## src/rtl/plr_ram.sv

```systemverilog
// Generic simple dual-port RAM: one write port, one read port, registered read.
// Read data holds when no read is enabled. No dependencies.
module plr_ram #(
  parameter int WIDTH = 8,
  parameter int DEPTH = 256
) (
  input  logic                     clk,
  input  logic                     we,
  input  logic [$clog2(DEPTH)-1:0] waddr,
  input  logic [WIDTH-1:0]         wdata,
  input  logic                     re,
  input  logic [$clog2(DEPTH)-1:0] raddr,
  output logic [WIDTH-1:0]         rdata
);

  logic [WIDTH-1:0] mem [DEPTH];

  always_ff @(posedge clk) begin
    if (we) begin
      mem[waddr] <= wdata;
    end
    if (re) begin
      rdata <= mem[raddr];
    end
  end

endmodule

```

## config.mk

```make
export PLATFORM = sky130hd
export DESIGN_NAME = plr_ram
export DESIGN_NICKNAME = d
export VERILOG_FILES = /design/src/rtl/plr_ram.sv
export SDC_FILE = /design/constraint.sdc
export NUM_CORES = 2
export LEC_CHECK = 0
export BUFFER_PORTS_ARGS = -buffer_cell sky130_fd_sc_hd__buf_2
export CAP_MARGIN = 25
export CORE_ASPECT_RATIO = 0.9
export CORE_MARGIN = 2
export CORE_UTILIZATION = 30
export DETAILED_ROUTE_END_ITERATION = 10
export SETUP_SLACK_MARGIN = 0.5
export SLEW_MARGIN = 40
export SYNTH_ARGS = -nofsm -noshare
export SYNTH_HDL_FRONTEND = slang
export SYNTH_SLANG_ARGS = --single-unit
```

## constraint.sdc

```tcl
create_clock -name clk -period 6.79 [get_ports clk]
set_clock_uncertainty 0.05 [all_clocks]
set_input_delay 0.3395 -clock clk [delete_from_list [all_inputs] [get_ports clk]]
set_output_delay 0.3395 -clock clk [all_outputs]
set_load 0.05 [all_outputs]
```

### After elaboration in Yosys (flattened, before gate mapping)

Memories as Yosys holds them, arrays and structs flattened. A register that Yosys moved wholly into a read port is not among the register bits.
Index checks and enable logic that the tools add are counted.

| word-level totals | value |
|---|---|
| word-level logic and storage cells | 3 |
| flip-flop bits (word level) | 0 |
| bits in writable memories | 2,048 |
| bits of input ports | 27 |
| memories | 1 |

| cells by class | value |
|---|---|
| muxes and demuxes | 2 |

Memories:

| name | depth | width | rd ports | clocked after memory_dff | wr ports | RTL line | RTL |
|---|---|---|---|---|---|---|---|
| mem | 256 | 8 | 1 | 1 | 1 | 16 | `logic [WIDTH-1:0] mem [DEPTH];` |

Operators with widths:

| kind | count |
|---|---|
| $mux W1 | 2 |

### Logic depth before layout (Yosys ltp)

| depth | value |
|---|---|
| word-level depth | 2 |
| depth in mapped cells | 11 |
| depth with buffers taken out | 6 |

### Worst setup path after synthesis

OpenSTA, ideal clock, no wires.

| path | value |
|---|---|
| path kind | input port to flip-flop |
| from | input port raddr[0] |
| to | register rdata[2] (read register of mem) (data pin) |
| stages on the path | 9 |
| setup time | 269 ps |
| slack | 4,324 ps |
| arrival | 2,147 ps |
| required time | 6,471 ps |
| cell sequence | buf_6 > buf_12 > buf_8 > buf_2 > mux4_2 > a22oi_1 > a21oi_1 > nor4_1 > nor4_2 |

RTL lines:

| what | RTL line | RTL |
|---|---|---|
| from (decl) | 12 | `input logic [$clog2(DEPTH)-1:0] raddr,` |
| to (decl) | 13 | `output logic [WIDTH-1:0] rdata` |

==> flow_metrics.env <==
export IMPL_run_status="complete, no violations"
export IMPL_wire_per_inst_um=27.2
export IMPL_grt_busiest_layer="met2"
export IMPL_swShare_pct=21.7
export IMPL_path_clk_slew_ns=0.06
export IMPL_path_max_fanout=60
export IMPL_ys_types=54
export IMPL_drc_errors=0
export IMPL_wl_mm=204
export IMPL_dpl_instance_area_mm2=0.0840
export IMPL_cts_htree_levels=4
export IMPL_cp_data_arrival_time_ns=3.97
export IMPL_grt_total_usage_pct=14.9
export IMPL_hold_class="input port to register"
export IMPL_cts_tree="built"
export IMPL_final_common_cell="edfxtp_1"
export IMPL_path_buf_inv=2
export IMPL_antenna_found_initial=21
export IMPL_path_delay_family="compound AO/OA/AOI/OAI gates"
export IMPL_fin_crit_sh_pct=51.4
export IMPL_drtIter0Drc=5131
export IMPL_drv_slew=0
export IMPL_gp_congestion=0.809
export IMPL_avgSynthCellArea_um2=21.3
export IMPL_die_area_mm2=0.270
export IMPL_post_cts_buffers=0
export IMPL_met1_usage_pct=21.4
export IMPL_ys_ff_latch=2056
export IMPL_ys_warn_count=0
export IMPL_hold_viol_final=0
export IMPL_fillers=24300
export IMPL_seq_power_share_pct=54.6
export IMPL_fmax_mhz=287
export IMPL_ys_seq_area_share_pct=77.5
export IMPL_nets=3848
export IMPL_reg2reg_slack_ns=3.51
export IMPL_crit_chain="buf_8 -> buf_12 -> mux4_2 -> a22o_1 -> a221oi_1 -> o32ai_1 -> nor3_1 -> nor4_1"
export IMPL_grt_pass1_vias=38500
export IMPL_reg2reg_depth=6
export IMPL_port_buffers=34
export IMPL_fp_coreArea_mm2=0.264
export IMPL_synth_edff_count=2056
export IMPL_synthesis_nets=3760
export IMPL_pwr_share_comb_pct=5.1
export IMPL_grt_ovfl_total=0
export IMPL_area_growth_pct=13.6
export IMPL_vias=39000
export IMPL_ir_worst_vdd_mv=0.231
export IMPL_yosys_most_used_dff="edfxtp_1"
export IMPL_holdWs_ns=0.00885
export IMPL_clockPowerShare_pct=40.3
export IMPL_setup_violations=0
export IMPL_grtUsageMet3_pct=3.18
export IMPL_slowest_stage="a221oi_1"
export IMPL_initial_utilization_pct=30.2
export IMPL_layout_drive_gt1_share_pct=26.3
export IMPL_drt_pass1_iterations=7
export IMPL_cts_root_buf="clkbuf_16"
export IMPL_cap_violations=0
export IMPL_drt_antenna_violating_nets=0
export IMPL_tns_ns=0
export IMPL_grt_max_degree=196
export IMPL_tightestPinTransition_ns=0.902
export IMPL_die_h_um=493
export IMPL_max_stage_delay_ns=0.71
export IMPL_hold_path_depth=1
export IMPL_endpoint_kind="register"
export IMPL_cp_required_ns=7.27
export IMPL_critical_path_depth=8
export IMPL_clk_path_buf_depth=3
export IMPL_final_cell_mix="edfxtp_1, mux4_2, clkbuf_16"
export IMPL_hpwl_mm=121
export IMPL_period_minus_slack_ns=3.49
export IMPL_p_switching_mw=5.56
export IMPL_cts_sinks=2056
export IMPL_cts_inserted_buffers=192
export IMPL_clk_latency_ns=0.84
export IMPL_grt_setup_unrepaired="no"
export IMPL_grt_pass1_wl_mm=291
export IMPL_relSlewSlack_pct=39.4
export IMPL_grtUsageMet2_pct=23.1
export IMPL_synth_async_reset_ratio_pct=0
export IMPL_via_per_inst=5.18
export IMPL_rows=179
export IMPL_internal_power_mw=20.1
export IMPL_pin_count=35
export IMPL_die_w_um=547
export IMPL_synthCells=3733
export IMPL_final_cell_area_mm2=0.0904
export IMPL_powerDensity_mw_per_mm2=284
export IMPL_leakage_nw=26.9
export IMPL_cp_start_kind="input port"
export IMPL_path_class="input port to register"
export IMPL_syn_area_mm2=0.0796
per-layer routing:
layer	share of wire, %	wire [um]
met3	8.4	17100
met2	47	95200
met4	2.0	4130
met5	0.012	25
met1	43	87800
path summary, 6_finish.rpt:
check	from	endpoint
min reg2reg	mem[33][5]	rdata[5]
max reg2reg	mem[82][5]	rdata[5]
min	wdata[5]	mem[224][5]
max	raddr[0]	rdata[5]
cells in the mapped netlist (27+ instances only):
master,n,share of area (%)
a21oi_1,96,0.60
a22oi_1,133,1.3
buf_2,31,0.19
buf_4,27,0.25
clkbuf_1,111,0.52
edfxtp_1,2056,78
mux2i_1,134,1.7
mux4_2,454,13
nand2_1,33,0.16
nand3_1,34,0.21
nor2_1,282,1.3
nor2b_1,31,0.24
o221ai_1,46,0.51
o22ai_1,28,0.22
layout make-up:
| type | count | area [um^2] | share of cell area, % |
|---|---|---|---|
| multi-input cells | 1442 | 17100 | 18.9 |
| inverters | 2 | 7.51 | 0.00830 |
| clock buffers | 242 | 5080 | 5.61 |
| well taps | 3529 | 4420 | 4.88 |
| clock inverters | 112 | 846 | 0.935 |
| diodes | 3 | 7.51 | 0.00830 |
| flip-flops and latches | 2056 | 61700 | 68.3 |
| repair buffers | 127 | 1260 | 1.40 |
power groups by stage:
stage,sequential (mW),combinational [mW],clock (mW)
floorplan,14.3,0.680,0
global placement,14.3,1.26,0
detailed placement,14.3,1.29,0
CTS,14.0,1.29,10.5
global route,14.0,1.36,11.0
finish,14.0,1.30,10.3
flip-flops by register name, indices dropped and copies added, names as in the netlist:
register  cells
rdata         8
mem        2048
logic make-up (layout without fill, tap and decap cells):
logic type	after synthesis	after routing	share of synthesized area (%)
DFF	2056	2056	77.5
muxes	591	591	14.6
and+or+nand+nor	466	466	2.63
AOI/OAI and AO/OA	385	385	3.42
buffers and inverters	235	483	1.83
other	0	3	0
repair_timing:
item                      4_1_cts  5_1_grt
hold endpoints to repair      218       35
resized for setup               0        0
hold buffers                    5        1
metrics by stage:
stage                     utilization [%]  setup slack [ns]  instances  power (mW)
after floorplan                         -              4.32       3733        15.0
after global placement               31.7              2.21       7138        15.5
after detailed placement             31.8              2.47       7143        15.6
after CTS                            34.1              3.34       7502        25.8
after global routing                 34.2              3.17       7510        26.4
final                                34.3              3.30       7513        25.6
worst reg2reg max path, delay by kind of cell, from the launching register on:
kind | cells | cell delay (ns)
AOI/OAI and AO/OA | 3 | 1.20
muxes | 1 | 0.48
DFF | 1 | 0.37
and+or+nand+nor | 2 | 0.87
Note: power is estimated with default switching activity, not from simulation.
