File: config.mk
export PLATFORM = sky130hd
export DESIGN_NAME = plr_ctrl
export DESIGN_NICKNAME = d
export VERILOG_FILES = /design/src/rtl/plr_pkg.sv /design/src/rtl/plr_ctrl.sv
export SDC_FILE = /design/constraint.sdc
export NUM_CORES = 1
export LEC_CHECK = 0
export ABC_AREA = 1
export BUFFER_PORTS_ARGS = -buffer_cell sky130_fd_sc_hd__buf_2
export CAP_MARGIN = 20
export CORE_MARGIN = 3
export CORE_UTILIZATION = 50
export DETAILED_ROUTE_END_ITERATION = 10
export GPL_TIMING_DRIVEN = 1
export PLACE_DENSITY = 0.72
export SLEW_MARGIN = 25
export SYNTH_ARGS = -nofsm -noshare
export SYNTH_HDL_FRONTEND = slang
export SYNTH_SLANG_ARGS = --single-unit
File: constraint.sdc
create_clock -name clk -period 3.1 [get_ports clk]
set_input_delay 0.465 -clock clk [delete_from_list [all_inputs] [get_ports clk]]
set_output_delay 0.465 -clock clk [all_outputs]
set_load 0.005 [all_outputs]
File: src/rtl/plr_pkg.sv
// Package for the partition local renumbering block.
// Holds field widths, node map geometry and the structs shared by the modules.
// No dependencies.
package plr_pkg;

  localparam int MAX_PARTS = 8;
  localparam int MAX_NODES = 16384;
  localparam int MAX_ELEMS = 32768;

  localparam int PART_W = 3;
  localparam int ID_W   = 15;
  localparam int ELEM_W = 16;
  localparam int NODE_W = 15;

  localparam int PIDX_W    = $clog2(MAX_PARTS);
  localparam int SLOT_W    = $clog2(MAX_NODES);
  localparam int ADDR_W    = PIDX_W + SLOT_W;
  localparam int MAP_DEPTH = MAX_PARTS * MAX_NODES;

  typedef struct packed {
    logic              we;
    logic [ADDR_W-1:0] waddr;
    logic [NODE_W-1:0] wdata;
    logic              re;
    logic [ADDR_W-1:0] raddr;
  } mem_req_t;

  typedef struct packed {
    logic [ELEM_W-1:0] elem_global;
    logic [ELEM_W-1:0] elem_local;
    logic [NODE_W-1:0] local_a;
    logic [NODE_W-1:0] local_b;
    logic [NODE_W-1:0] local_c;
    logic              new_a;
    logic              new_b;
    logic              new_c;
    logic              overflow;
  } result_t;

endpackage

File: src/rtl/plr_ctrl.sv
// Sequencer for the partition local renumbering block: node map clearing pass,
// per-corner read-modify-write of the node map, and the partition counters.
// Depends on plr_pkg.
module plr_ctrl (
  input  logic                            clk,
  input  logic                            rst,
  input  logic                            in_valid,
  output logic                            in_stall,
  input  logic [plr_pkg::PART_W-1:0]      part,
  input  logic [plr_pkg::ID_W-1:0]        corner_a,
  input  logic [plr_pkg::ID_W-1:0]        corner_b,
  input  logic [plr_pkg::ID_W-1:0]        corner_c,
  output plr_pkg::mem_req_t               mem_req,
  input  logic [plr_pkg::NODE_W-1:0]      mem_rdata,
  output logic                            res_valid,
  input  logic                            res_ready,
  output plr_pkg::result_t                res
);
  import plr_pkg::*;

  localparam logic [2:0] ST_CLR  = 3'd0;
  localparam logic [2:0] ST_IDLE = 3'd1;
  localparam logic [2:0] ST_A    = 3'd2;
  localparam logic [2:0] ST_B    = 3'd3;
  localparam logic [2:0] ST_C    = 3'd4;
  localparam logic [2:0] ST_D    = 3'd5;
  localparam logic [2:0] ST_OVF  = 3'd6;

  logic [2:0]        state;
  logic [2:0]        state_next;
  logic [ADDR_W-1:0] clr_cnt;
  logic [PIDX_W-1:0] part_q;
  logic [SLOT_W-1:0] slot_a;
  logic [SLOT_W-1:0] slot_b;
  logic [SLOT_W-1:0] slot_c;
  logic [NODE_W-1:0] loc_a;
  logic [NODE_W-1:0] loc_b;
  logic              nw_a;
  logic              nw_b;
  logic [NODE_W-1:0] cnt;
  logic [ELEM_W-1:0] elems_seen;
  logic [ELEM_W-1:0] elem_cnt [MAX_PARTS];
  logic [NODE_W-1:0] node_cnt [MAX_PARTS];

  logic              accept;
  logic              finish;
  logic [PIDX_W-1:0] part_in;
  logic [ID_W-1:0]   id_a_m1;
  logic [ID_W-1:0]   id_b_m1;
  logic [ID_W-1:0]   id_c_m1;
  logic [ELEM_W-1:0] seen_now;
  logic [SLOT_W-1:0] cur_slot;
  logic              fwd_hit;
  logic [NODE_W-1:0] fwd_val;
  logic [NODE_W-1:0] cur_val;
  logic              is_new;
  logic [NODE_W-1:0] cnt_plus;
  logic [NODE_W-1:0] cur_loc;
  logic [NODE_W-1:0] cnt_final;

  // An item finishes in its last state once the output side can take the word.
  assign finish   = ((state == ST_D) || (state == ST_OVF)) && res_ready;
  assign in_stall = !((state == ST_IDLE) || finish);
  assign accept   = in_valid && !in_stall;

  assign part_in = part[PIDX_W-1:0];
  assign id_a_m1 = corner_a - ID_W'(1);
  assign id_b_m1 = corner_b - ID_W'(1);
  assign id_c_m1 = corner_c - ID_W'(1);

  // The element count advances in the same edge that the next item is taken.
  assign seen_now = (state == ST_D) ? elems_seen + ELEM_W'(1) : elems_seen;

  // Later corners of the same item take the value an earlier corner settled,
  // since the memory may not have it yet.
  always_comb begin
    cur_slot = slot_a;
    fwd_hit  = 1'b0;
    fwd_val  = loc_a;
    unique case (state)
      ST_C: begin
        cur_slot = slot_b;
        fwd_hit  = (slot_b == slot_a);
        fwd_val  = loc_a;
      end
      ST_D: begin
        cur_slot = slot_c;
        if (slot_c == slot_b) begin
          fwd_hit = 1'b1;
          fwd_val = loc_b;
        end else begin
          fwd_hit = (slot_c == slot_a);
          fwd_val = loc_a;
        end
      end
      default: begin
        cur_slot = slot_a;
      end
    endcase
  end

  assign cur_val   = fwd_hit ? fwd_val : mem_rdata;
  assign is_new    = (cur_val == '0);
  assign cnt_plus  = cnt + NODE_W'(1);
  assign cur_loc   = is_new ? cnt_plus : cur_val;
  assign cnt_final = is_new ? cnt_plus : cnt;

  always_comb begin
    mem_req.we    = 1'b0;
    mem_req.waddr = {part_q, cur_slot};
    mem_req.wdata = cnt_plus;
    mem_req.re    = 1'b0;
    mem_req.raddr = {part_q, slot_a};
    unique case (state)
      ST_CLR: begin
        mem_req.we    = 1'b1;
        mem_req.waddr = clr_cnt;
        mem_req.wdata = '0;
      end
      ST_A: begin
        mem_req.re = 1'b1;
      end
      ST_B: begin
        mem_req.re    = 1'b1;
        mem_req.raddr = {part_q, slot_b};
        mem_req.we    = is_new;
      end
      ST_C: begin
        mem_req.re    = 1'b1;
        mem_req.raddr = {part_q, slot_c};
        mem_req.we    = is_new;
      end
      ST_D: begin
        mem_req.we = is_new && res_ready;
      end
      default: begin
        mem_req.we = 1'b0;
      end
    endcase
  end

  always_comb begin
    res_valid = (state == ST_D) || (state == ST_OVF);
    if (state == ST_D) begin
      res.elem_global = elems_seen + ELEM_W'(1);
      res.elem_local  = elem_cnt[part_q] + ELEM_W'(1);
      res.local_a     = loc_a;
      res.local_b     = loc_b;
      res.local_c     = cur_loc;
      res.new_a       = nw_a;
      res.new_b       = nw_b;
      res.new_c       = is_new;
      res.overflow    = 1'b0;
    end else begin
      res          = '0;
      res.overflow = 1'b1;
    end
  end

  always_comb begin
    state_next = state;
    unique case (state)
      ST_CLR: begin
        if (clr_cnt == ADDR_W'(MAP_DEPTH - 1)) begin
          state_next = ST_IDLE;
        end
      end
      ST_A: state_next = ST_B;
      ST_B: state_next = ST_C;
      ST_C: state_next = ST_D;
      ST_IDLE, ST_D, ST_OVF: begin
        if (accept) begin
          state_next = (seen_now == ELEM_W'(MAX_ELEMS)) ? ST_OVF : ST_A;
        end else if (finish) begin
          state_next = ST_IDLE;
        end
      end
      default: state_next = ST_IDLE;
    endcase
  end

  always_ff @(posedge clk) begin
    if (rst) begin
      state      <= ST_CLR;
      clr_cnt    <= '0;
      elems_seen <= '0;
      for (int i = 0; i < MAX_PARTS; i++) begin
        elem_cnt[i] <= '0;
        node_cnt[i] <= '0;
      end
    end else begin
      state <= state_next;
      if (state == ST_CLR) begin
        clr_cnt <= clr_cnt + ADDR_W'(1);
      end
      if ((state == ST_D) && res_ready) begin
        elems_seen       <= elems_seen + ELEM_W'(1);
        elem_cnt[part_q] <= elem_cnt[part_q] + ELEM_W'(1);
        node_cnt[part_q] <= cnt_final;
      end
    end
  end

  always_ff @(posedge clk) begin
    if (accept) begin
      part_q <= part_in;
      slot_a <= id_a_m1[SLOT_W-1:0];
      slot_b <= id_b_m1[SLOT_W-1:0];
      slot_c <= id_c_m1[SLOT_W-1:0];
      // The finishing item may belong to the same partition.
      if ((state == ST_D) && (part_in == part_q)) begin
        cnt <= cnt_final;
      end else begin
        cnt <= node_cnt[part_in];
      end
    end else if ((state == ST_B) || (state == ST_C)) begin
      cnt <= cnt_final;
    end
    if (state == ST_B) begin
      loc_a <= cur_loc;
      nw_a  <= is_new;
    end
    if (state == ST_C) begin
      loc_b <= cur_loc;
      nw_b  <= is_new;
    end
  end

endmodule

======== Word level (Yosys, flattened, before mapping) ========
Memories as Yosys holds them, arrays and structs flattened. A register that Yosys moved wholly into a read port is not among the register bits.
Cells that the tools add are included.
storage, ports and cells
  register bits ........................... 128
  logic and storage cells ................. 87
  RAM bits ................................ 248
  output and inout port bits .............. 134
  memories ................................ 2
  input port bits ......................... 67
cells by class
  equality and inequality tests ........... 14
  $add $sub $neg .......................... 7
  reduce and logical (&&, ||, !) cells .... 18
  muxes and demuxes ....................... 34
memory list
  memory    depth  bits a word  rd ports  clocked after Yosys merged registers in  wr ports  RTL line        text
  elem_cnt  8      16           1         1                                        8         plr_ctrl.sv:42  logic [ELEM_W-1:0] elem_cnt [MAX_PARTS];
  node_cnt  8      15           1         0                                        8         plr_ctrl.sv:43  logic [NODE_W-1:0] node_cnt [MAX_PARTS];
operator list
  operator               number
  $mux 15                9
  $mux 81                1
  $pmux 14 s2            2
  $eq 14x14->1           3
  $sub 14x1->14 const B  3
  $add 16x1->16 const B  2
  $mux 16                2
  $mux 32                1
  $mux 3                 7
  $add 17x1->17 const B  1
  $eq 17x17->1 const B   1
  $eq 16x16->1 const B   1
  $reduce_or 16->1       1
  $add 15x1->15 const B  1
  $logic_not 15->1       1
  $pmux 3 s5             1
  $reduce_or 15->1       1
  $eq 3x3->1 const B     3
  $mux 1                 9
  $eq 3x2->1 const B     2
  $reduce_or 3->1        2
  $logic_and 1x1->1      5
  $eq 3x1->1 const B     1
  $eq 3x3->1             1
  other kinds (10)       12

======== Logic depth before layout (Yosys ltp) ========
Gate-level depths: netlist of run 1.
  depth after elaboration ................. 8
  depth in mapped cells ................... 22
  depth with buffers taken out ............ 20

======== Worst setup path after synthesis of run 1 ========
No wires, ideal clock.
  path kind ............................... flip-flop to output port
  from .................................... register (tool-made name)
  to ...................................... output port res[59] (netlist bit)
  setup slack ............................. 0.117 ns
  arrival ................................. 2.518 ns
  path buffers ............................ 3
  required time ........................... 2.635 ns
  stages on the path, launching flop included .. 16
  cells stage by stage .................... dfxtp_1 buf_4 buf_2 o21ai_0 o22ai_1 nand2_1 nand2_1 clkbuf_1 ha_1 nand2_1 nor2_1 nand3_1 inv_1 nand3_1 xor2_1 nor2_1
RTL lines
  item       RTL line        text
  to (decl)  plr_ctrl.sv:17  output plr_pkg::result_t res

==> summary.md, run 1 <==
| Metric | Value |
|---|---|
| DP Area | 23300 µm² |
| Finish-stage setup viols | 142 |
| Nets | 2801 |
| Area Growth Syn to Fin | 29.9% |
| Core box area | 39800 µm² |
| Ports | 201 |
| WL final | 63.7 mm |
| Num rows | 73 |
| Hold_buf cts | 0 |
| Min-delay worst type | primary input to flip-flop |
| Drt initial violations | 1903 |
| Power, Total | 0.0167 W |
| Die Span X | 207 µm |
| Synthesized instance count | 2311 |
| Yosys top cell area share | 50.4% |
| Fmax | 0.262 GHz |
| Layout cell share with drive strength beyond 1 | 29.4% |
| Asr flop ratio synth | 0% |
| Mean Syn Cell Area | 8.76 µm² |
| CP top delay family | simple AND/OR/NAND/NOR gates |
| Final slew viol count | 0 |
| Net Count, Synth | 2387 |
| Post-layout min period | 3.82 ns |
| Path length in cells of the critical path | 16 |
| CTS buffer count | 40 |
| Critical R2R Launch | slot_b[9] |
| CTS tree | built |
| Antenna violation net count after detailed routing | 0 |
| Post-synth top area cell | edfxtp_1 |
| PnR worst setup slack | -0.716 ns |
| Post-DP HPWL | 41.6 mm |
| Post-synth EDFFs | 340 |
| Unrepaired setup endpoints after global routing | yes |
| Synthesis-stage register bit count | 379 |
| Crit path capture | res[9] |
| CP endpoint kind | output port |
| Placement Setup Slack | -0.163 ns |
| WP data required | 2.63 ns |
| Crit Path Max Fanout | 8 |
| Final Cycle Share | 123% |
| Global Route met1 Usage | 37.3% |
| Max cap viols | 0 |
| # DRC | 0 |
| DR vias | 18300 |
| Setup crit start kind | flip-flop |
| CP Class | flip-flop to output port |
| Power Density | 636 nW/µm² |
| GR Util met2 | 47.8% |
| CTS root buffer | clkbuf_16 |
| Vias per inst | 5.56 |
| Gr usage total | 28.4% |
| Mapped Area | 20200 µm² |
| M3 GR Usage | 4.11% |
| Die area | 42900 µm² |
| WP buf/inv | 4 |
| Antenna violations before repair | 2 |
| Setup TNS | -22.95 ns |
| Failing checks | setup timing |
| Starting Density | 50.8% |
| Drt wl/cell | 19.4 µm |
| Largest net degree at the start of global routing | 64 |
| TritonCTS Sinks | 379 |
| Chip height | 207 µm |
| FF-to-FF End | node_cnt[1][10] |
| Setup slack, reg-to-reg | -0.12 ns |
| Global-route wire length before repair | 96.9 mm |
| Post-route cell area | 26300 µm² |
| Port Buffers | 197 |
| Critical Path Max Stage Delay | 0.48 ns |
| Final hold violations | 0 |
| Netlist cell types | 49 |
| DR pass1 iterations | 5 |
| Worst Path Arrival | 3.35 ns |
| Placer Congestion | 0.933 |
| Relative slew slack | 56.6% |
| Worst-margin pin slew | 0.645 ns |
| Clock H-tree levels | 2 |
| Critical-path cell list | buf_6 -> xor2_2 -> nor2_1 -> nand2_1 -> nor2_1 -> nand2_2 -> clkbuf_16 -> nand4_1 -> nand2_2 -> nor2_4 -> nand2_4 -> nor2_8 -> buf_12 -> nand3b_1 -> a21oi_2 -> buf_2 |
| Sequential fraction of the synthesis area | 54.3% |
| Worst ir drop on vdd | 0.000411 V |
| Synth Flop Type | edfxtp_1 |
| Worst Clk Skew | 0.0170 ns |
| Worst setup path startpoint | slot_b[9] |
| FF-to-FF path depth | 20 |
| Area contributors post-synth | edfxtp_1, nor2_1, nand2_1 |
| Worst skew pair latency | 0.58 ns |
| GRT Residual Overflow | 0 |
| Run status | complete, but fails checks |
| Clk buf depth | 3 |
| Finished Layout Cells | 3284 |
| Placed cells | 3139 |
| Ys Warns | 0 |
| Clk slew on worst S/H paths | 0.06 ns |
| Vias in the first global route | 17700 |
| Crit-path slowest cell | edfxtp_1 |
| Grt peak-use layer | met2 |
| Pleak | 11.5 nW |
[routing by layer]
metal	vias up	share of wire [%]
met5	-	0
met4	0	3.7
met3	153	7.7
met2	830	49
met1	8804	39
li1	8486	-
[cell families (layout without fill, tap and decap cells)]
| logic type | count (synthesis) | after routing | synth area share [%] |
|---|---|---|---|
| mux | 1 | 1 | 0.0494 |
| other cells | 0 | 2 | 0 |
| compound gates | 332 | 332 | 9.27 |
| fa+ha+maj | 9 | 9 | 0.556 |
| simple gates | 1158 | 1158 | 25.1 |
| buf+inv | 344 | 790 | 6.88 |
| xor+xnor | 88 | 88 | 3.84 |
| flops | 379 | 379 | 54.3 |
[synth_stat cells (2+ instances only)]
master,count
a211oi_1,4
a21oi_1,64
a221oi_1,2
and2_1,3
buf_1,10
buf_2,14
buf_4,6
buf_6,3
buf_8,2
clkbuf_1,76
clkinv_1,5
dfxtp_1,39
edfxtp_1,340
ha_1,9
inv_1,207
inv_2,14
inv_4,6
nand2_1,437
nand2_2,15
nand2_4,5
nand3_1,56
nand3_4,8
nand3b_1,7
nand3b_4,5
nand4_1,26
nor2_1,480
nor2_2,79
nor2_8,2
nor3_1,23
nor4_1,7
o211ai_1,7
o21ai_0,154
o21ai_1,8
o221ai_1,23
o22ai_1,66
xnor2_1,26
xor2_1,61
[flip-flops by register name, indices dropped and copies added, names as in the netlist, named ones only]
register and count:
elem_cnt 128, node_cnt 120, clr_cnt 17, elems_seen 16, cnt 15, loc_a 15
loc_b 15, slot_a 14, slot_b 14, slot_c 14, part_q 3, state 3
nw_a 1, nw_b 1
[how the worst min path moves through the flow]
stage                     cells past startpoint  slack [ns]         end         start
after floorplan                               1        0.46  clr_cnt[8]    clr_cnt[8]
after global placement                        1        0.47  clr_cnt[8]    clr_cnt[8]
after detailed placement                      2        0.48  clr_cnt[5]    clr_cnt[5]
after CTS                                     3        0.14  slot_a[10]  corner_a[10]
after global routing                          3        0.17  slot_b[10]  corner_b[10]
final                                         3        0.17  slot_a[10]  corner_a[10]
[tightest hold or removal path, cell delays in order]
cell,delay [ns]
buf_2,0.09
nand2_1,0.05
nand2_1,0.05
[cell usage in the layout (no fill, tap or decap), drive strengths merged, types with 26 or more instances in the layout]
master	count
buf	478
o22ai	66
dfxtp	39
a21oi	64
edfxtp	340
nand3	65
xnor2	26
nand4	26
o21ai	162
xor2	62
nand2	457
nor2	562
inv	224
clkbuf	56
[where the power goes]
part | leakage [nW] | internal (W) | switching, W
logic | 7.17 | 0.00222 | 0.00353
clock network | 0.625 | 0.00269 | 0.00206
registers | 3.71 | 0.00597 | 0.000255
[final cells by class]
type                            instances  area, µm²
Fill cell                            3142      13500
Sequential cell                       379      11000
Multi-Input combinational cell       1588       8600
Timing Repair Buffer                  484       3770
Clock buffer                           53       1060
Inverter                              232        977
Tap cell                              525        657
Clock inverter                         21        235
Antenna cell                            2       5.00
[stage by stage]
stage,hold slack [ns],utilization [%]
2_1_floorplan,0.455,-
3_3_place_gp,0.471,58.4
3_5_place_dp,0.482,58.4
4_1_cts,0.145,64.9
5_1_grt,0.171,66.0
6_report,0.174,66.0
[what timing repair did]
action | in CTS | in global routing
endpoints found under the hold margin | 0 | 0
gates resized for setup | 195 | 94
setup endpoints to repair | 67 | 227
buffers inserted | 45 | 20
gates cloned | 7 | 3
pin swaps | 37 | 44
No activity file was read; power rests on OpenSTA's default activity.
==> run 2, diff against run 1 <==
--- a/config.mk
+++ b/config.mk
@@ -12,7 +12,7 @@
 export CORE_UTILIZATION = 50
 export DETAILED_ROUTE_END_ITERATION = 10
 export GPL_TIMING_DRIVEN = 1
-export PLACE_DENSITY = 0.72
+export PLACE_DENSITY_LB_ADDON = 0.08
 export SLEW_MARGIN = 25
 export SYNTH_ARGS = -nofsm -noshare
 export SYNTH_HDL_FRONTEND = slang
==> run 2 against run 1 <==
Net effect:
- the flow still finishes with violations (setup timing)
- sequential share of layout area up 0.072 points
- cell area fell by 0.17%
- highest routed layer unchanged
- wire length is 0.76% higher
- count of clock-buffer cells in the layout is 3 lower
- sequential cell count did not move
- largest cell class unchanged
- die area is the same
==> summary.md, run 2 (synthesis results as in run 1) <==
| Metric | Value |
|---|---|
| Run status | complete, but fails checks |
| Failing checks | setup timing |
| Worst Clk Skew | 0.0177 ns (+0.000653 ns) |
| CP endpoint kind | output port |
| Clk slew on worst S/H paths | 0.06 ns (about the same) |
| Setup crit start kind | flip-flop |
| Nets | 2810 (+0.32%) |
| Critical Path Max Stage Delay | 0.49 ns (about the same) |
| Power Density | 641 nW/µm² (+0.76%) |
| Vias per inst | 5.45 (-2.1%) |
| Most common cell after layout, fill and taps aside | nor2_1 |
| Post-route cell area | 26300 µm² (-0.17%) |
| DP Area | 23300 µm² (about the same) |
| Worst setup path startpoint | slot_a[11] |
| Final hold violations | 0 (unchanged) |
| Gr usage total | 28.9% (+0.48 points) |
| Worst-margin pin slew | 0.753 ns (+0.108 ns) |
| Area Growth Syn to Fin | 29.7% |
| GR Util met2 | 46.9% (-0.90 points) |
| Post-DP HPWL | 42.1 mm (+1.2%) |
| Global-route wire length before repair | 98.0 mm (+1.2%) |
| Fmax | 0.266 GHz (+1.5%) |
| Max FFs per register | 128 (unchanged) |
| Starting Density | 50.8% (unchanged) |
| CP dominant cell by count | buf_4 |
| Placed cells | 3141 (+0.064%) |
| Hold WS | 0.175 ns (+0.000500 ns) |
| Die Span X | 207 µm (unchanged) |
| Unrepaired setup endpoints after global routing | yes |
| DR pass1 iterations | 6 (+1) |
| Placer Congestion | 0.901 (-3.5%) |
| WL final | 64.2 mm (+0.76%) |
| Commonest cells after routing, fill and taps aside | nor2_1, nand2_1, edfxtp_1 |
| TritonCTS Sinks | 379 (unchanged) |
| Clock H-tree levels | 2 (unchanged) |
| Chip height | 207 µm (unchanged) |
| Antenna violations before repair | 1 (-1) |
| Drt initial violations | 1739 (-8.6%) |
| Pleak | 11.5 nW (-0.32%) |
| Final slew viol count | 0 (unchanged) |
| Worst Path Arrival | 3.30 ns (-0.05 ns) |
| CTS root buffer | clkbuf_16 |
| Num rows | 73 (unchanged) |
| Finished Layout Cells | 3293 (+0.27%) |
| Die area | 42900 µm² (unchanged) |
| Power, Total | 0.0168 W (+0.58%) |
| Most flop-heavy register | elem_cnt |
| Layout cell share with drive strength beyond 1 | 29.9% (+0.54 points) |
| Ports | 201 (unchanged) |
| WP buf/inv | 5 (+1) |
| # DRC | 0 (unchanged) |
| Crit-path slowest cell | edfxtp_1 |
| Hold_buf cts | 0 (unchanged) |
| Clk buf depth | 3 (unchanged) |
| Vias in the first global route | 17500 (-1.1%) |
| Antenna violation net count after detailed routing | 0 (unchanged) |
| Largest regs | elem_cnt x128, node_cnt x120, clr_cnt x17 |
| Max cap viols | 0 (unchanged) |
| CP Class | flip-flop to output port |
| CTS buffer count | 42 (+5.0%) |
| CP top delay family | simple AND/OR/NAND/NOR gates |
| Largest net degree at the start of global routing | 87 (+36%) |
| Critical R2R Launch | slot_a[11] |
| CTS tree | built |
| Fillers | 3253 (+3.5%) |
| Worst skew pair latency | 0.59 ns (about the same) |
| M3 GR Usage | 4.14% (+0.030 points) |
| Drt wl/cell | 19.5 µm (+0.48%) |
| Grt peak-use layer | met2 |
| Post-layout min period | 3.76 ns (-0.0551 ns) |
| GRT Residual Overflow | 0 (unchanged) |
| Relative slew slack | 49.3% (-7.3 points) |
| DR vias | 17900 (-1.8%) |
| Finish-stage setup viols | 59 (-58%) |
| PnR worst setup slack | -0.661 ns (+0.0551 ns) |
| Critical-path cell list | buf_4 -> xor2_1 -> nor2_1 -> nand2_1 -> nor2_1 -> nand2_2 -> buf_4 -> nand4_1 -> nand2_1 -> nor2_2 -> nand2_2 -> nor2_8 -> buf_6 -> buf_4 -> nand3_4 -> a21oi_2 -> buf_2 |
| Min-delay worst type | primary input to flip-flop |
| Crit Path Max Fanout | 7 (-1) |
| Global Route met1 Usage | 40.8% (+3.5 points) |
| Final Cycle Share | 121% (-1.8 points) |
| Setup TNS | -12.86 ns (+10.09 ns) |
| Port Buffers | 197 (unchanged) |
| Core box area | 39800 µm² (unchanged) |
| Hold path startpoint | corner_c[10] |
| Worst ir drop on vdd | 0.000461 V (+12%) |
| WP data required | 2.63 ns (about the same) |
run 2: cell count changes in the layout (fill, tap and decap cells not counted), moves of 6 or more:
cell and delta:
buf_4 +16, o21ai_2 +6, nor2_1 -6, o21ai_1 -10
nand2_4 -10, inv_8 -9, buf_6 -8, nand2_1 +13
clkinv_4 +7
run 2: path summary, 6_finish.rpt:
| kind | to | slack, ns | cells past startpoint |
|---|---|---|---|
| setup / recovery | res[6] | -0.66 | 17 |
| hold / removal | slot_c[10] | 0.17 | 3 |
| setup reg to reg | node_cnt[1][4] | -0.07 | 20 |
| hold reg to reg | clr_cnt[9] | 0.49 | 2 |
run 2: report_power, final:
group          total, W  leakage [nW]  switching (W)  internal (W)
clock network   0.00488         0.651        0.00211       0.00277
registers       0.00624          3.71       0.000260       0.00598
logic           0.00571          7.11        0.00344       0.00227
run 2: what timing repair did:
item	CTS	global route
cloned	6	3
pin swaps	42	60
endpoints found under the setup margin	71	194
hold endpoints to repair	0	0
resized for setup	145	119
buffers inserted	57	18
run 2: tightest hold or removal path, delay by kind of cell:
family / cells / cell delay (ns)
buffers and inverters: 1 / 0.09
and+or+nand+nor: 2 / 0.10
run 2: area by class of cell:
| class | count | area [µm²] | share of cell area (%) |
|---|---|---|---|
| Inverter | 232 | 937 | 3.57 |
| Sequential cell | 379 | 11000 | 41.9 |
| Tap cell | 525 | 657 | 2.50 |
| Clock buffer | 50 | 1080 | 4.12 |
| Timing Repair Buffer | 491 | 3740 | 14.2 |
| Multi-Input combinational cell | 1588 | 8590 | 32.7 |
| Clock inverter | 27 | 253 | 0.963 |
| Antenna cell | 1 | 2.50 | 0.00953 |
run 2: layer usage:
layer  vias to the layer above  part of all wire (%)
li1                       8510                     -
met1                      8531                    42
met2                       770                    47
met3                       134                   8.0
met4                         0                   2.8
met5                         -                     0
run 2: through the flow:
stage               util, %  worst slack, ns
CTS                    64.7           -0.578
global placement       58.4          -0.0912
global route           65.9           -0.798
detailed placement     58.4           -0.134
floorplan                 -            0.117
finish                 65.9           -0.661
==> run 3, diff against run 2 <==
--- a/config.mk
+++ b/config.mk
@@ -13,6 +13,7 @@
 export DETAILED_ROUTE_END_ITERATION = 10
 export GPL_TIMING_DRIVEN = 1
 export PLACE_DENSITY_LB_ADDON = 0.08
+export SETUP_SLACK_MARGIN = 0.3
 export SLEW_MARGIN = 25
 export SYNTH_ARGS = -nofsm -noshare
 export SYNTH_HDL_FRONTEND = slang
==> run 3 against run 2 <==
Net effect:
- the flow still finishes with violations (setup timing)
- worst hold slack better by 0.00096 ns
- count of clock-buffer cells in the layout up 5
- cell area up 3.3%
- clock power up 3%
- power up 3.9%
- critical endpoint is now res[8]
- register-to-register slack about the same
- largest cell class unchanged
- first-iteration DRC count down 13%
- final cell count up 0.43%
==> summary.md, run 3 (synthesis results as in run 1) <==
| Metric | Value |
|---|---|
| Worst setup path startpoint | slot_c[0] |
| Drt initial violations | 1514 (-13%) |
| Final hold violations | 0 (unchanged) |
| GRT Residual Overflow | 0 (unchanged) |
| Unrepaired setup endpoints after global routing | yes |
| Worst skew pair latency | 0.57 ns (-0.02 ns) |
| Run status | complete, but fails checks |
| Pleak | 11.8 nW (+2.8%) |
| Largest regs | elem_cnt x128, node_cnt x120, clr_cnt x17 |
| Placement Setup Slack | -0.107 ns (+0.0271 ns) |
| DP Area | 23200 µm² (-0.34%) |
| Worst-margin pin slew | 0.748 ns (-0.00530 ns) |
| Min-delay worst type | primary input to flip-flop |
| Power Density | 645 nW/µm² (+0.61%) |
| Crit-path slowest cell | edfxtp_1 |
| Most flop-heavy register | elem_cnt |
| Fillers | 3142 (-3.4%) |
| Clock H-tree levels | 2 (unchanged) |
| Final Cycle Share | 121% (-0.45 points) |
| Vias in the first global route | 17600 (+0.49%) |
| Post-layout min period | 3.75 ns (-0.0139 ns) |
| Antenna violations before repair | 0 (-1) |
| DR pass1 iterations | 5 (-1) |
| Most common cell after layout, fill and taps aside | nor2_1 |
| PnR worst setup slack | -0.647 ns (+0.0139 ns) |
| Nets | 2826 (+0.57%) |
| CP dominant cell by count | nand2_1 |
| Commonest cells after routing, fill and taps aside | nor2_1, nand2_1, edfxtp_1 |
| Setup TNS | -13.21 ns (-0.342 ns) |
| Gr usage total | 29.8% (+0.92 points) |
| Chip height | 207 µm (unchanged) |
| Critical R2R Launch | slot_c[0] |
| Finish-stage setup viols | 58 (-1.7%) |
| # DRC | 0 (unchanged) |
| Area Growth Syn to Fin | 33.9% |
| Antenna violation net count after detailed routing | 0 (unchanged) |
| Core box area | 39800 µm² (unchanged) |
| Max FFs per register | 128 (unchanged) |
| WP buf/inv | 6 (+1) |
| CP Class | flip-flop to output port |
| Max cap viols | 0 (unchanged) |
| TritonCTS Sinks | 379 (unchanged) |
| WL final | 66.4 mm (+3.5%) |
| WP data required | 2.63 ns (about the same) |
| Setup slack, reg-to-reg | -0.06 ns (about the same) |
| FF-to-FF path depth | 24 (+20%) |
| Port Buffers | 197 (unchanged) |
| Vias per inst | 5.50 (+0.95%) |
| CP top delay family | simple AND/OR/NAND/NOR gates |
| CTS root buffer | clkbuf_16 |
| Worst Path Arrival | 3.28 ns (-0.02 ns) |
| Crit Path Max Fanout | 6 (-1) |
| Placer Congestion | 0.933 (+3.5%) |
| Critical Path Max Stage Delay | 0.48 ns (about the same) |
| Failing checks | setup timing |
| Clk slew on worst S/H paths | 0.06 ns (about the same) |
| Layout cell share with drive strength beyond 1 | 32.1% (+2.2 points) |
| Critical-path cell list | inv_2 -> nand2_2 -> nand2_2 -> nor2_1 -> nand2_1 -> nor2_4 -> buf_6 -> clkbuf_16 -> nand3_1 -> nand2_1 -> inv_1 -> nand2_1 -> nand2_1 -> nor2_2 -> nand2_2 -> nor2_8 -> buf_12 -> nand3b_1 -> a21oi_2 -> buf_2 |
| CP endpoint kind | output port |
| FF-to-FF End | node_cnt[5][13] |
| Global-route wire length before repair | 100 mm (+2.0%) |
| CTS buffer count | 41 (-2.4%) |
| DR vias | 18200 (+1.4%) |
| Crit path capture | res[8] |
| Setup crit start kind | flip-flop |
| Hold_buf cts | 0 (unchanged) |
| Path length in cells of the critical path | 20 (+3) |
| Starting Density | 50.8% (unchanged) |
| Worst Clk Skew | 0.0187 ns (+0.00104 ns) |
| Fmax | 0.267 GHz (+0.37%) |
| Largest net degree at the start of global routing | 62 (-29%) |
| Power, Total | 0.0175 W (+3.9%) |
| Hold WS | 0.176 ns (+0.000961 ns) |
| Ports | 201 (unchanged) |
| Final slew viol count | 0 (unchanged) |
| Die Span X | 207 µm (unchanged) |
| Worst ir drop on vdd | 0.000469 V (+1.8%) |
| Num rows | 73 (unchanged) |
| CTS tree | built |
| Reg area | 11000 µm² (+0.13%) |
| Multi-input logic area | 8970 µm² (+4.5%) |
| N_diodes | 0 (-1) |
| Post-DP HPWL | 42.8 mm (+1.7%) |
| Post-route cell area | 27100 µm² (+3.3%) |
| Drt wl/cell | 20.1 µm (+3.0%) |
| Relative slew slack | 49.7% (+0.36 points) |
| Die area | 42900 µm² (unchanged) |
| Clk buf depth | 3 (unchanged) |
## run 3: cell types whose count changed in the layout (fill, tap and decap cells not counted), sizes merged
cell,delta
bufbuf,+3
diode,-1
clkbuf,+7
buf,+12
bufinv,+2
clkinv,-8
clkinvlp,-1
## run 3: cell type report
class	instances	share of cell area [%]
sequential	379	40.6
multi-input combinational	1588	33.1
clock buffer	55	4.13
clock inverter	20	0.932
tap	525	2.42
timing repair buffer	508	15.1
inverter	232	3.72
## run 3: worst min path at each step
| stage | slack [ns] | from | to | depth (start not counted) |
|---|---|---|---|---|
| final | 0.18 | corner_a[10] | slot_a[10] | 3 |
| after floorplan | 0.46 | clr_cnt[8] | clr_cnt[8] | 1 |
| after global placement | 0.48 | clr_cnt[13] | clr_cnt[13] | 2 |
| after global routing | 0.19 | corner_a[13] | slot_a[13] | 2 |
| after detailed placement | 0.48 | clr_cnt[1] | clr_cnt[1] | 2 |
| after CTS | 0.15 | corner_a[10] | slot_a[10] | 3 |
## run 3: per-layer routing
| metal | routed length (µm) | GRT usage [%] |
|---|---|---|
| met1 | 27700 | 41.9 |
| met2 | 30800 | 47.0 |
| met3 | 5440 | 4.37 |
| met4 | 2500 | 11.6 |
| met5 | 0 | 0 |
## run 3: worst register-to-register path: cells and delay by family (launching register included)
kind	cells	cell delay [ns]
buffers and inverters	8	0.97
DFF	1	0.48
and+or+nand+nor	16	1.44
## run 3: metrics by stage
step	utilization [%]	std cells
2_1_floorplan	-	2311
3_3_place_gp	58.2	3123
3_5_place_dp	58.2	3123
4_1_cts	66.4	3274
5_1_grt	68.1	3307
6_report	68.1	3307
## run 3: power by group
group / leakage (nW) / switching (W) / internal [W]
Clock: 0.676 / 0.00204 / 0.00298
Sequential: 3.72 / 0.000311 / 0.00598
Combinational: 7.41 / 0.00369 / 0.00250
## run 3: timing repair
action,4_1_cts,5_1_grt
pin swaps,73,80
endpoints found under the hold margin,0,0
endpoints found under the setup margin,281,262
buffers inserted,69,30
gates cloned,7,3
resized for setup,306,92
